==> config.mk <==
export PLATFORM = sky130hd
export DESIGN_NAME = tftp_download_receiver_flat
export DESIGN_NICKNAME = d
export VERILOG_FILES = /design/src/rtl/tftp_pkg.sv /design/src/rtl/tftp_in_if.sv /design/src/rtl/tftp_out_if.sv /design/src/rtl/tftp_regs.sv /design/src/rtl/tftp_download_receiver.sv /design/src/flat_wrapper.sv
export SDC_FILE = /design/constraint.sdc
export NUM_CORES = 1
export LEC_CHECK = 0
export BUFFER_PORTS_ARGS = -buffer_cell sky130_fd_sc_hd__buf_2
export CAP_MARGIN = 10
export CORE_MARGIN = 2
export CORE_UTILIZATION = 61
export DETAILED_ROUTE_END_ITERATION = 8
export HOLD_SLACK_MARGIN = 0.1
export PLACE_DENSITY = 0.9
export REMOVE_ABC_BUFFERS = 1
export SETUP_SLACK_MARGIN = 0.1
export SLEW_MARGIN = 10
export SYNTH_ARGS = -nofsm -noshare
export SYNTH_HDL_FRONTEND = slang
export SYNTH_HIERARCHICAL = 1
export SYNTH_SLANG_ARGS = --single-unit
export TNS_END_PERCENT = 100
==> constraint.sdc <==
create_clock -name clk -period 17.5 [get_ports clk]
set_input_delay 1.75 -clock clk [delete_from_list [all_inputs] [get_ports clk]]
set_output_delay 1.75 -clock clk [all_outputs]
set_load 0.01 [all_outputs]
==> src/rtl/tftp_pkg.sv <==
// Shared types and constants of the TFTP download receiver.
// Used by the channel interfaces, the register block and the top level.
package tftp_pkg;

	localparam int unsigned BLOCK_BYTES = 512;
	localparam int unsigned ADDR_W      = 6;
	localparam int unsigned DATA_W      = 64;

	localparam logic [1:0] OP_FRAME = 2'd0;
	localparam logic [1:0] OP_TICK  = 2'd1;
	localparam logic [1:0] OP_START = 2'd2;

	localparam logic [2:0] KIND_NONE    = 3'd0;
	localparam logic [2:0] KIND_ARP_REQ = 3'd1;
	localparam logic [2:0] KIND_ARP_REP = 3'd2;
	localparam logic [2:0] KIND_RRQ     = 3'd3;
	localparam logic [2:0] KIND_ACK     = 3'd4;

	localparam logic [1:0] STATUS_IDLE = 2'd0;
	localparam logic [1:0] STATUS_XFER = 2'd1;
	localparam logic [1:0] STATUS_DONE = 2'd2;
	localparam logic [1:0] STATUS_TOUT = 2'd3;

	localparam logic [15:0] ETH_IP       = 16'h0800;
	localparam logic [15:0] ETH_ARP      = 16'h0806;
	localparam logic [15:0] ARP_OP_REQ   = 16'd1;
	localparam logic [15:0] ARP_OP_REP   = 16'd2;
	localparam logic [7:0]  PROTO_UDP    = 8'd17;
	localparam logic [15:0] TFTP_DATA    = 16'd3;
	localparam logic [15:0] TFTP_PORT    = 16'd69;
	localparam logic [15:0] UDP_HDR_LEN  = 16'd12;

	localparam logic [2:0] REG_LOCAL_IP      = 3'd0;
	localparam logic [2:0] REG_SERVER_IP     = 3'd1;
	localparam logic [2:0] REG_LOCAL_MAC     = 3'd2;
	localparam logic [2:0] REG_LOCAL_PORT    = 3'd3;
	localparam logic [2:0] REG_DOWNLOAD_BASE = 3'd4;
	localparam logic [2:0] REG_RETRY_LIMIT   = 3'd5;
	localparam logic [2:0] REG_RETRY_SECONDS = 3'd6;

	localparam logic [15:0] LOCAL_PORT_RST    = 16'h8003;
	localparam logic [3:0]  RETRY_LIMIT_RST   = 4'd10;
	localparam logic [4:0]  RETRY_SECONDS_RST = 5'd2;

	typedef struct packed {
		logic [1:0]  op;
		logic [15:0] ether_type;
		logic [15:0] arp_operation;
		logic [31:0] arp_src_ip;
		logic [47:0] arp_src_mac;
		logic [7:0]  ip_protocol;
		logic [15:0] dest_port;
		logic [15:0] source_port;
		logic [15:0] tftp_opcode;
		logic [15:0] block_number;
		logic [15:0] udp_length;
	} tftp_in_t;

	typedef struct packed {
		logic [2:0]  send_kind;
		logic [15:0] ack_block;
		logic        store_enable;
		logic [31:0] store_address;
		logic [15:0] store_length;
		logic [47:0] server_mac;
		logic [15:0] server_port;
		logic [1:0]  status;
	} tftp_out_t;

	typedef struct packed {
		logic [31:0] local_ip;
		logic [31:0] server_ip;
		logic [47:0] local_mac;
		logic [15:0] local_port;
		logic [31:0] download_base;
		logic [3:0]  retry_limit;
		logic [4:0]  retry_seconds;
		logic        forget_mac;
	} tftp_cfg_t;

endpackage

==> src/rtl/tftp_in_if.sv <==
// Input channel of the TFTP download receiver: one beat per frame header,
// tick or start. Depends on tftp_pkg.
interface tftp_in_if;
	import tftp_pkg::*;

	logic     valid;
	logic     ready;
	tftp_in_t data;

	modport source(output valid, output data, input ready);
	modport sink(input valid, input data, output ready);
endinterface

==> src/rtl/tftp_out_if.sv <==
// Result channel of the TFTP download receiver: one beat per input beat.
// Depends on tftp_pkg.
interface tftp_out_if;
	import tftp_pkg::*;

	logic      valid;
	logic      ready;
	tftp_out_t data;

	modport source(output valid, output data, input ready);
	modport sink(input valid, input data, output ready);
endinterface

==> src/rtl/tftp_regs.sv <==
// APB-style configuration registers of the TFTP download receiver.
// Depends on tftp_pkg; drives the register struct used by the top level.
module tftp_regs (
	input  logic                             clk,
	input  logic                             arst_n,
	input  logic                             psel,
	input  logic                             penable,
	input  logic                             pwrite,
	input  logic [tftp_pkg::ADDR_W-1:0]      paddr,
	input  logic [tftp_pkg::DATA_W-1:0]      pwdata,
	output logic [tftp_pkg::DATA_W-1:0]      prdata,
	output logic                             pready,
	output tftp_pkg::tftp_cfg_t              cfg
);
	import tftp_pkg::*;

	logic        wr_en;
	logic [2:0]  reg_idx;
	logic [31:0] local_ip_q;
	logic [31:0] server_ip_q;
	logic [47:0] local_mac_q;
	logic [15:0] local_port_q;
	logic [31:0] download_base_q;
	logic [3:0]  retry_limit_q;
	logic [4:0]  retry_seconds_q;

	assign pready  = 1'b1;
	assign wr_en   = psel & penable & pwrite;
	assign reg_idx = paddr[5:3];

	always_ff @(posedge clk or negedge arst_n) begin
		if (!arst_n) begin
			local_ip_q      <= '0;
			server_ip_q     <= '0;
			local_mac_q     <= '0;
			local_port_q    <= LOCAL_PORT_RST;
			download_base_q <= '0;
			retry_limit_q   <= RETRY_LIMIT_RST;
			retry_seconds_q <= RETRY_SECONDS_RST;
		end else if (wr_en) begin
			unique case (reg_idx)
				REG_LOCAL_IP:      local_ip_q      <= pwdata[31:0];
				REG_SERVER_IP:     server_ip_q     <= pwdata[31:0];
				REG_LOCAL_MAC:     local_mac_q     <= pwdata[47:0];
				REG_LOCAL_PORT:    local_port_q    <= pwdata[15:0];
				REG_DOWNLOAD_BASE: download_base_q <= pwdata[31:0];
				REG_RETRY_LIMIT:   retry_limit_q   <= pwdata[3:0];
				REG_RETRY_SECONDS: retry_seconds_q <= pwdata[4:0];
				default: ;
			endcase
		end
	end

	always_comb begin
		unique case (reg_idx)
			REG_LOCAL_IP:      prdata = {32'd0, local_ip_q};
			REG_SERVER_IP:     prdata = {32'd0, server_ip_q};
			REG_LOCAL_MAC:     prdata = {16'd0, local_mac_q};
			REG_LOCAL_PORT:    prdata = {48'd0, local_port_q};
			REG_DOWNLOAD_BASE: prdata = {32'd0, download_base_q};
			REG_RETRY_LIMIT:   prdata = {60'd0, retry_limit_q};
			REG_RETRY_SECONDS: prdata = {59'd0, retry_seconds_q};
			default:           prdata = '0;
		endcase
	end

	assign cfg.local_ip      = local_ip_q;
	assign cfg.server_ip     = server_ip_q;
	assign cfg.local_mac     = local_mac_q;
	assign cfg.local_port    = local_port_q;
	assign cfg.download_base = download_base_q;
	assign cfg.retry_limit   = retry_limit_q;
	assign cfg.retry_seconds = retry_seconds_q;
	assign cfg.forget_mac    = wr_en &
		((reg_idx == REG_LOCAL_IP) || (reg_idx == REG_SERVER_IP));

endmodule

==> src/rtl/tftp_download_receiver.sv <==
// TFTP download receiver top level: input register, transfer engine and
// result register. Depends on tftp_pkg, tftp_in_if, tftp_out_if, tftp_regs.
//
// Usage: each beat on the item channel is a start command, a one-second
// tick or the decoded header of one received Ethernet frame. Every item
// yields exactly one beat on the result channel, in order, telling the
// frame builder what to send (ARP request or reply, read request, ACK)
// and the store datapath where to write the data bytes of a block.
// Configuration is written through the APB-style port while no item is
// in flight; writing either IP address forgets the learned server MAC.
// The item is registered in the input register at acceptance; the engine
// then updates its state and loads the result register once that register
// is free, and the result beat is shown from there. One item is taken
// every cycle while the result side does not stall.
// When the result side stalls, the result register holds its beat and
// the input register holds one more item; item.ready then falls.
// Reset clears the pipeline and puts the engine in the idle phase with
// no server MAC known and server port 69; registers take their defaults.
module tftp_download_receiver (
	input  logic                        clk,
	input  logic                        arst_n,
	tftp_in_if.sink                     item,
	tftp_out_if.source                  result,
	input  logic                        psel,
	input  logic                        penable,
	input  logic                        pwrite,
	input  logic [tftp_pkg::ADDR_W-1:0] paddr,
	input  logic [tftp_pkg::DATA_W-1:0] pwdata,
	output logic [tftp_pkg::DATA_W-1:0] prdata,
	output logic                        pready
);
	import tftp_pkg::*;

	typedef enum logic [3:0] {
		PH_IDLE = 4'b0001,
		PH_XFER = 4'b0010,
		PH_DONE = 4'b0100,
		PH_TOUT = 4'b1000
	} phase_t;

	tftp_cfg_t   cfg;
	logic        v_s1;
	tftp_in_t    in_s1;
	logic        v_s2;
	tftp_out_t   out_s2;
	logic        adv;
	logic        proc;

	logic        mac_known_q;
	logic [47:0] learned_mac_q;
	logic [15:0] peer_port_q;
	phase_t      phase_q;
	logic        awaiting_first_q;
	logic [15:0] acked_block_q;
	logic [31:0] bytes_stored_q;
	logic [3:0]  retries_left_q;
	logic [4:0]  seconds_left_q;

	logic        mac_known_d;
	logic [47:0] learned_mac_d;
	logic [15:0] peer_port_d;
	phase_t      phase_d;
	logic        awaiting_first_d;
	logic [15:0] acked_block_d;
	logic [31:0] bytes_stored_d;
	logic [3:0]  retries_left_d;
	logic [4:0]  seconds_left_d;
	tftp_out_t   out_d;

	logic [3:0]  limit_eff;
	logic [4:0]  secs_eff;
	logic [4:0]  secs_dec;
	logic [3:0]  retries_dec;
	logic        data_frame;
	logic        port_ok;
	logic [15:0] base_block;
	logic [15:0] data_len;

	tftp_regs u_regs (
		.clk     (clk),
		.arst_n  (arst_n),
		.psel    (psel),
		.penable (penable),
		.pwrite  (pwrite),
		.paddr   (paddr),
		.pwdata  (pwdata),
		.prdata  (prdata),
		.pready  (pready),
		.cfg     (cfg)
	);

	assign adv        = !v_s2 || result.ready;
	assign proc       = v_s1 && adv;
	assign item.ready = !v_s1 || adv;

	always_ff @(posedge clk or negedge arst_n) begin
		if (!arst_n) begin
			v_s1 <= 1'b0;
			v_s2 <= 1'b0;
		end else begin
			if (item.ready) begin
				v_s1 <= item.valid;
			end
			if (adv) begin
				v_s2 <= v_s1;
			end
		end
	end

	always_ff @(posedge clk) begin
		if (item.ready && item.valid) begin
			in_s1 <= item.data;
		end
		if (proc) begin
			out_s2 <= out_d;
		end
	end

	assign result.valid = v_s2;
	assign result.data  = out_s2;

	assign limit_eff   = (cfg.retry_limit == 4'd0) ? 4'd1 : cfg.retry_limit;
	assign secs_eff    = (cfg.retry_seconds == 5'd0) ? 5'd1 : cfg.retry_seconds;
	assign secs_dec    = seconds_left_q - 5'd1;
	assign retries_dec = retries_left_q - 4'd1;
	assign data_len    = in_s1.udp_length - UDP_HDR_LEN;
	assign data_frame  = (in_s1.ether_type == ETH_IP) && (phase_q == PH_XFER) &&
		(in_s1.ip_protocol == PROTO_UDP) && (in_s1.dest_port == cfg.local_port) &&
		(in_s1.tftp_opcode == TFTP_DATA) && (in_s1.udp_length >= UDP_HDR_LEN);
	assign port_ok     = awaiting_first_q ? (in_s1.block_number == 16'd1)
		: (in_s1.source_port == peer_port_q);
	assign base_block  = awaiting_first_q ? 16'd0 : acked_block_q;

	always_comb begin
		mac_known_d      = mac_known_q;
		learned_mac_d    = learned_mac_q;
		peer_port_d      = peer_port_q;
		phase_d          = phase_q;
		awaiting_first_d = awaiting_first_q;
		acked_block_d    = acked_block_q;
		bytes_stored_d   = bytes_stored_q;
		retries_left_d   = retries_left_q;
		seconds_left_d   = seconds_left_q;
		out_d            = '0;
		unique case (in_s1.op)
			OP_START: begin
				out_d.send_kind  = KIND_ARP_REQ;
				bytes_stored_d   = '0;
				acked_block_d    = '0;
				awaiting_first_d = 1'b1;
				peer_port_d      = TFTP_PORT;
				phase_d          = PH_XFER;
				retries_left_d   = limit_eff;
				seconds_left_d   = secs_eff;
			end
			OP_TICK: begin
				if (phase_q == PH_XFER) begin
					seconds_left_d = secs_dec;
					if (secs_dec == 5'd0) begin
						retries_left_d = retries_dec;
						seconds_left_d = secs_eff;
						if (!mac_known_q) begin
							out_d.send_kind = KIND_ARP_REQ;
						end else if (awaiting_first_q) begin
							out_d.send_kind = KIND_RRQ;
						end else begin
							out_d.send_kind = KIND_ACK;
							out_d.ack_block = acked_block_q;
						end
						if (retries_dec == 4'd0) begin
							phase_d = PH_TOUT;
						end
					end
				end
			end
			OP_FRAME: begin
				if (phase_q == PH_XFER) begin
					retries_left_d = limit_eff;
					seconds_left_d = secs_eff;
				end
				if (in_s1.ether_type == ETH_ARP) begin
					if (in_s1.arp_operation == ARP_OP_REP) begin
						if (!mac_known_q && (in_s1.arp_src_ip == cfg.server_ip)) begin
							mac_known_d   = 1'b1;
							learned_mac_d = in_s1.arp_src_mac;
						end
					end else if (in_s1.arp_operation == ARP_OP_REQ) begin
						out_d.send_kind = KIND_ARP_REP;
					end
				end else if (data_frame && port_ok) begin
					if (awaiting_first_q) begin
						peer_port_d      = in_s1.source_port;
						awaiting_first_d = 1'b0;
						acked_block_d    = '0;
					end
					if (in_s1.block_number == base_block + 16'd1) begin
						acked_block_d       = in_s1.block_number;
						out_d.store_enable  = 1'b1;
						out_d.store_address = cfg.download_base + bytes_stored_q;
						out_d.store_length  = data_len;
						bytes_stored_d      = bytes_stored_q + {16'd0, data_len};
					end
					out_d.send_kind = KIND_ACK;
					out_d.ack_block = acked_block_d;
					if (data_len < 16'(BLOCK_BYTES)) begin
						phase_d = PH_DONE;
					end
				end
			end
			default: ;
		endcase
		out_d.server_mac  = mac_known_d ? learned_mac_d : '0;
		out_d.server_port = peer_port_d;
		unique case (phase_d)
			PH_IDLE: out_d.status = STATUS_IDLE;
			PH_XFER: out_d.status = STATUS_XFER;
			PH_DONE: out_d.status = STATUS_DONE;
			PH_TOUT: out_d.status = STATUS_TOUT;
			default: out_d.status = STATUS_IDLE;
		endcase
	end

	always_ff @(posedge clk or negedge arst_n) begin
		if (!arst_n) begin
			mac_known_q      <= 1'b0;
			learned_mac_q    <= '0;
			peer_port_q      <= TFTP_PORT;
			phase_q          <= PH_IDLE;
			awaiting_first_q <= 1'b1;
			acked_block_q    <= '0;
			bytes_stored_q   <= '0;
			retries_left_q   <= '0;
			seconds_left_q   <= '0;
		end else begin
			if (proc) begin
				mac_known_q      <= mac_known_d & ~cfg.forget_mac;
				learned_mac_q    <= learned_mac_d;
				peer_port_q      <= peer_port_d;
				phase_q          <= phase_d;
				awaiting_first_q <= awaiting_first_d;
				acked_block_q    <= acked_block_d;
				bytes_stored_q   <= bytes_stored_d;
				retries_left_q   <= retries_left_d;
				seconds_left_q   <= seconds_left_d;
			end else if (cfg.forget_mac) begin
				mac_known_q <= 1'b0;
			end
		end
	end

	a_store_is_acked: assert property (@(posedge clk) disable iff (!arst_n)
		result.valid && result.data.store_enable |-> result.data.send_kind == KIND_ACK)
		else $error("store beat without an ACK");

	a_ack_field_clear: assert property (@(posedge clk) disable iff (!arst_n)
		result.valid && (result.data.send_kind != KIND_ACK) |-> result.data.ack_block == 16'd0)
		else $error("ACK block set on a beat that sends no ACK");

	a_timeout_sticks: assert property (@(posedge clk) disable iff (!arst_n)
		(phase_q == PH_TOUT) && !(proc && (in_s1.op == OP_START)) |=> phase_q == PH_TOUT)
		else $error("timed-out transfer left without a start");

	a_stored_block_acked: assert property (@(posedge clk) disable iff (!arst_n)
		proc && out_d.store_enable |=> acked_block_q == $past(in_s1.block_number))
		else $error("stored block not recorded as acknowledged");

	a_mac_from_arp: assert property (@(posedge clk) disable iff (!arst_n)
		$rose(mac_known_q) |-> $past(proc && (in_s1.ether_type == ETH_ARP)))
		else $error("server MAC learned without an ARP beat");

endmodule
==> src/flat_wrapper.sv <==
// flat-port wrapper written by rule: the top's interface ports become plain ports
module tftp_download_receiver_flat import tftp_pkg::*;
  (clk, arst_n, psel, penable, pwrite, paddr, pwdata, prdata, pready, item_valid, item_data, item_ready, result_valid, result_data, result_ready);
  tftp_in_if item_i ();
  tftp_out_if result_i ();
  input  logic clk;
  input  logic arst_n;
  input  logic psel;
  input  logic penable;
  input  logic pwrite;
  input  logic [tftp_pkg::ADDR_W-1:0] paddr;
  input  logic [tftp_pkg::DATA_W-1:0] pwdata;
  output logic [tftp_pkg::DATA_W-1:0] prdata;
  output logic pready;
  input wire logic [$bits(item_i.valid)-1:0] item_valid;
  input wire logic [$bits(item_i.data)-1:0] item_data;
  output wire logic [$bits(item_i.ready)-1:0] item_ready;
  output wire logic [$bits(result_i.valid)-1:0] result_valid;
  output wire logic [$bits(result_i.data)-1:0] result_data;
  input wire logic [$bits(result_i.ready)-1:0] result_ready;
  assign item_i.valid = item_valid;
  assign item_i.data = item_data;
  assign item_ready = item_i.ready;
  assign result_valid = result_i.valid;
  assign result_data = result_i.data;
  assign result_i.ready = result_ready;
  tftp_download_receiver u_core (.clk(clk), .arst_n(arst_n), .item(item_i), .result(result_i), .psel(psel), .penable(penable), .pwrite(pwrite), .paddr(paddr), .pwdata(pwdata), .prdata(prdata), .pready(pready));
endmodule
==> flow_metrics.py <==
metrics = {
    "clock_tree": {
        "postCtsHoldBufs": 0,
        "cts.sinks": 634,
        "cts_buffers": 67,
        "clkLatencyLatePin_ps": 610,
        "cts_setup_buffers": 0,
        "h-tree-depth": 3,
        "root_buffer": "clkbuf_16",
        "path_clk_slew_ps": 60,
        "cts.path.max_buffers": 3,
        "cts_resized": 0,
        "cts_tree": "yes",
    },
    "worst_setup_path": {
        "crit_fanout": 40,
        "start_kind": "input port",
        "reg2regPathDepth": 15,
        "crit_type": "in2out",
        "critPathArrivalTime_ps": 4120,
        "timing.rr.end": "u_core/bytes_stored_q[25]",
        "reg2reg_from": "u_core/in_s1[2]",
        "r2r_slack_ps": 12630,
        "worst_setup_path_end_kind": "primary output",
        "crit_required_ps": 15750,
    },
    "detailed_routing": {
        "ant_nets": 0,
        "avgViaCountPerCell": 6.209,
        "drcViolationCount": 0,
        "drtPass1Iterations": 6,
        "initialDrtViolationCount": 1922,
        "wl_per_cell_um": 22.45,
        "via_count": 20910,
        "routed_wl_um": 75600,
    },
    "timing": {
        "fmax_ghz": 0.1704,
        "post-route-period-util_pct": 33.53,
        "clock_skew_ps": 32.49,
        "slew_headroom_pct": 11.39,
        "setup_violations": 0,
        "worstMarginPinSlew_ps": 1329,
        "hold_ws_ps": 486.0,
        "slew_viol_final": 0,
        "hold_viol_final": 0,
        "fin_tns_setup_ps": 0,
        "rsz0062_at_grt": "false",
        "setup_slack_ps": 11630,
        "min_period_ps": 5868,
    },
    "synth": {
        "ys_warn_count": 6,
        "async_reset_ff_share_pct": 47.00,
        "seq_area_frac_synth_pct": 60.38,
        "synth.most_common_cell": "edfxtp_1",
        "synth_area_mm2": 0.02908,
        "synth_edf_count": 336,
        "synth.area.top_cells": "edfxtp_1 (35%), dfrtp_1 (25%), mux2_2 (7.6%)",
        "synth_cells": 2261,
        "synth_ff_type": "edfxtp_1",
        "synth_top_area_share_pct": 34.69,
        "synth-seq-cells": 634,
        "ys_types": 82,
        "synth_common_cells": "edfxtp_1 (336), dfrtp_1 (287), nand2_1 (207), mux2_2 (195), o21ai_0 (137)",
        "yosysTopAreaCell": "edfxtp_1",
        "avgSynthCellArea_um2": 12.86,
    },
    "global_route": {
        "antenna_found_initial": 16,
        "gr-total-overflow": 0,
        "grt_start_max_net_pins": 171,
        "track_usage_pct": 30.26,
        "grt_pass1_vias": 21130,
        "grt_pass1_wl_um": 116500,
    },
    "power_and_ir_drop": {
        "cellPowerDensity_mw_per_mm2": 114.0,
        "power.leakage_nw": 14.52,
        "ir_drop_v": 0.0001042,
        "power.total_mw": 3.876,
    },
    "floorplanning": {
        "die-height_um": 222.3,
        "core_area_mm2": 0.04745,
        "initial_core_util_pct": 61.29,
        "io_pins": 480,
        "fp-row-count": 80,
        "dieArea_mm2": 0.04944,
        "die_w_um": 222.3,
    },
    "hold_path": {
        "hp-class": "reg2reg",
        "hold_end": "u_core/u_regs/local_mac_q[34]",
        "holdCritStartpoint": "u_core/u_regs/local_mac_q[34]",
        "hold_depth": 1,
    },
    "placed_design": {
        "dp_hpwl_um": 50700,
        "place_congestion": 0.9590,
        "placed_cell_area_mm2": 0.03167,
        "io_buffers": 443,
        "place_ws_ps": 11790,
        "place_inst": 3234,
    },
    "layout": {
        "utilization_pct": 71.63,
        "fin_nets": 3021,
        "n_fill_cell": 3059,
        "area_growth_pct": 16.86,
        "drive_above_1_share_pct": 29.18,
        "fin_area_mm2": 0.03399,
        "finalNonFillerCells": 3368,
    },
    "run_status": {
        "run_status": "complete, no violations",
    },
    "run": {
        "drv_cap": 0,
    },
}
## how the worst max path moves through the flow
stage / from / cells past startpoint / end / slack [ps]
global route: paddr[5] / 4 / prdata[20] / 11640
finish: paddr[5] / 4 / prdata[20] / 11630
global placement: paddr[5] / 4 / prdata[20] / 11800
detailed placement: paddr[5] / 4 / prdata[20] / 11790
CTS: paddr[4] / 6 / prdata[27] / 11770
floorplan: result_ready / 6 / u_core/learned_mac_q[0] / 9920
## cell type report
type                       count  area, µm²  area share [%]
tap                          615      769.5           2.264
inverter                      35      136.4          0.4013
antenna                       11      27.53         0.08100
sequential                   634      17560           51.67
clock inverter                39      457.9           1.347
clock buffer                  84       1822           5.360
timing repair buffer         462       2385           7.017
multi-input combinational   1488      10830           31.85
## routing by layer
layer  vias up  share of wire [%]  GRT usage, %
met4         8                5.8         17.30
met1     10360                 38         37.41
met2      1043                 49         49.49
met5         -              0.075             0
li1       9226                  -             -
met3       278                7.3         6.784
## cell families after synthesis
family	after synthesis	share of synthesized area (%)
DFF	634	60.38
muxes	272	10.36
and+or+nand+nor	584	10.35
AOI/OAI and AO/OA	421	9.594
adders and majority gates	54	2.375
other	2	0.02582
buffers and inverters	154	2.650
xor gates and xnor gates	140	4.264
## layout by cell type, fill, tap and decap left out, types with 13 or more instances in the layout
cell type  instances
buf_2            441
edfxtp_1         336
dfrtp_1          286
nand2_1          207
mux2_2           195
o21ai_0          137
nor2_1            97
xor2_1            82
clkbuf_16         68
a21oi_1           59
xnor2_1           57
ha_1              52
mux2i_1           50
nor4_1            36
nand2b_1          35
inv_1             34
nor3_1            32
a22o_1            32
a22oi_1           26
o31ai_1           26
mux2_1            26
nand3_1           25
o21a_1            23
and3_1            22
nand4_1           21
a21o_1            21
buf_4             19
o221ai_1          19
and2_1            18
conb_1            17
or4_1             14
a211oi_1          14
nor2b_1           13
## where the power goes
group | switching (mW) | internal [mW]
clock network | 0.589 | 0.878
registers | 0.117 | 1.73
logic | 0.323 | 0.236
total | 1.03 | 2.85
## critical path, stage by stage
cell and delay, ps:
buf_2 610, nand2b_1 1090, o221ai_1 370, buf_2 250
## state kept, by name, summed over array words and instances (netlist names), 4 cells and up
register and flops:
u_core/peer_port_q 16, u_core/retries_left_q 4, u_core/phase_q 4, u_core/bytes_stored_q 32
u_core/u_regs/server_ip_q 32, u_core/u_regs/local_ip_q 32, u_core/acked_block_q 16, u_core/seconds_left_q 5
u_core/u_regs/retry_limit_q 4, u_core/u_regs/download_base_q 32, u_core/u_regs/local_mac_q 48, u_core/result.data 134
u_core/in_s1 202, u_core/u_regs/local_port_q 16, u_core/u_regs/retry_seconds_q 5, u_core/learned_mac_q 48
(Power assumes the default switching activity.)
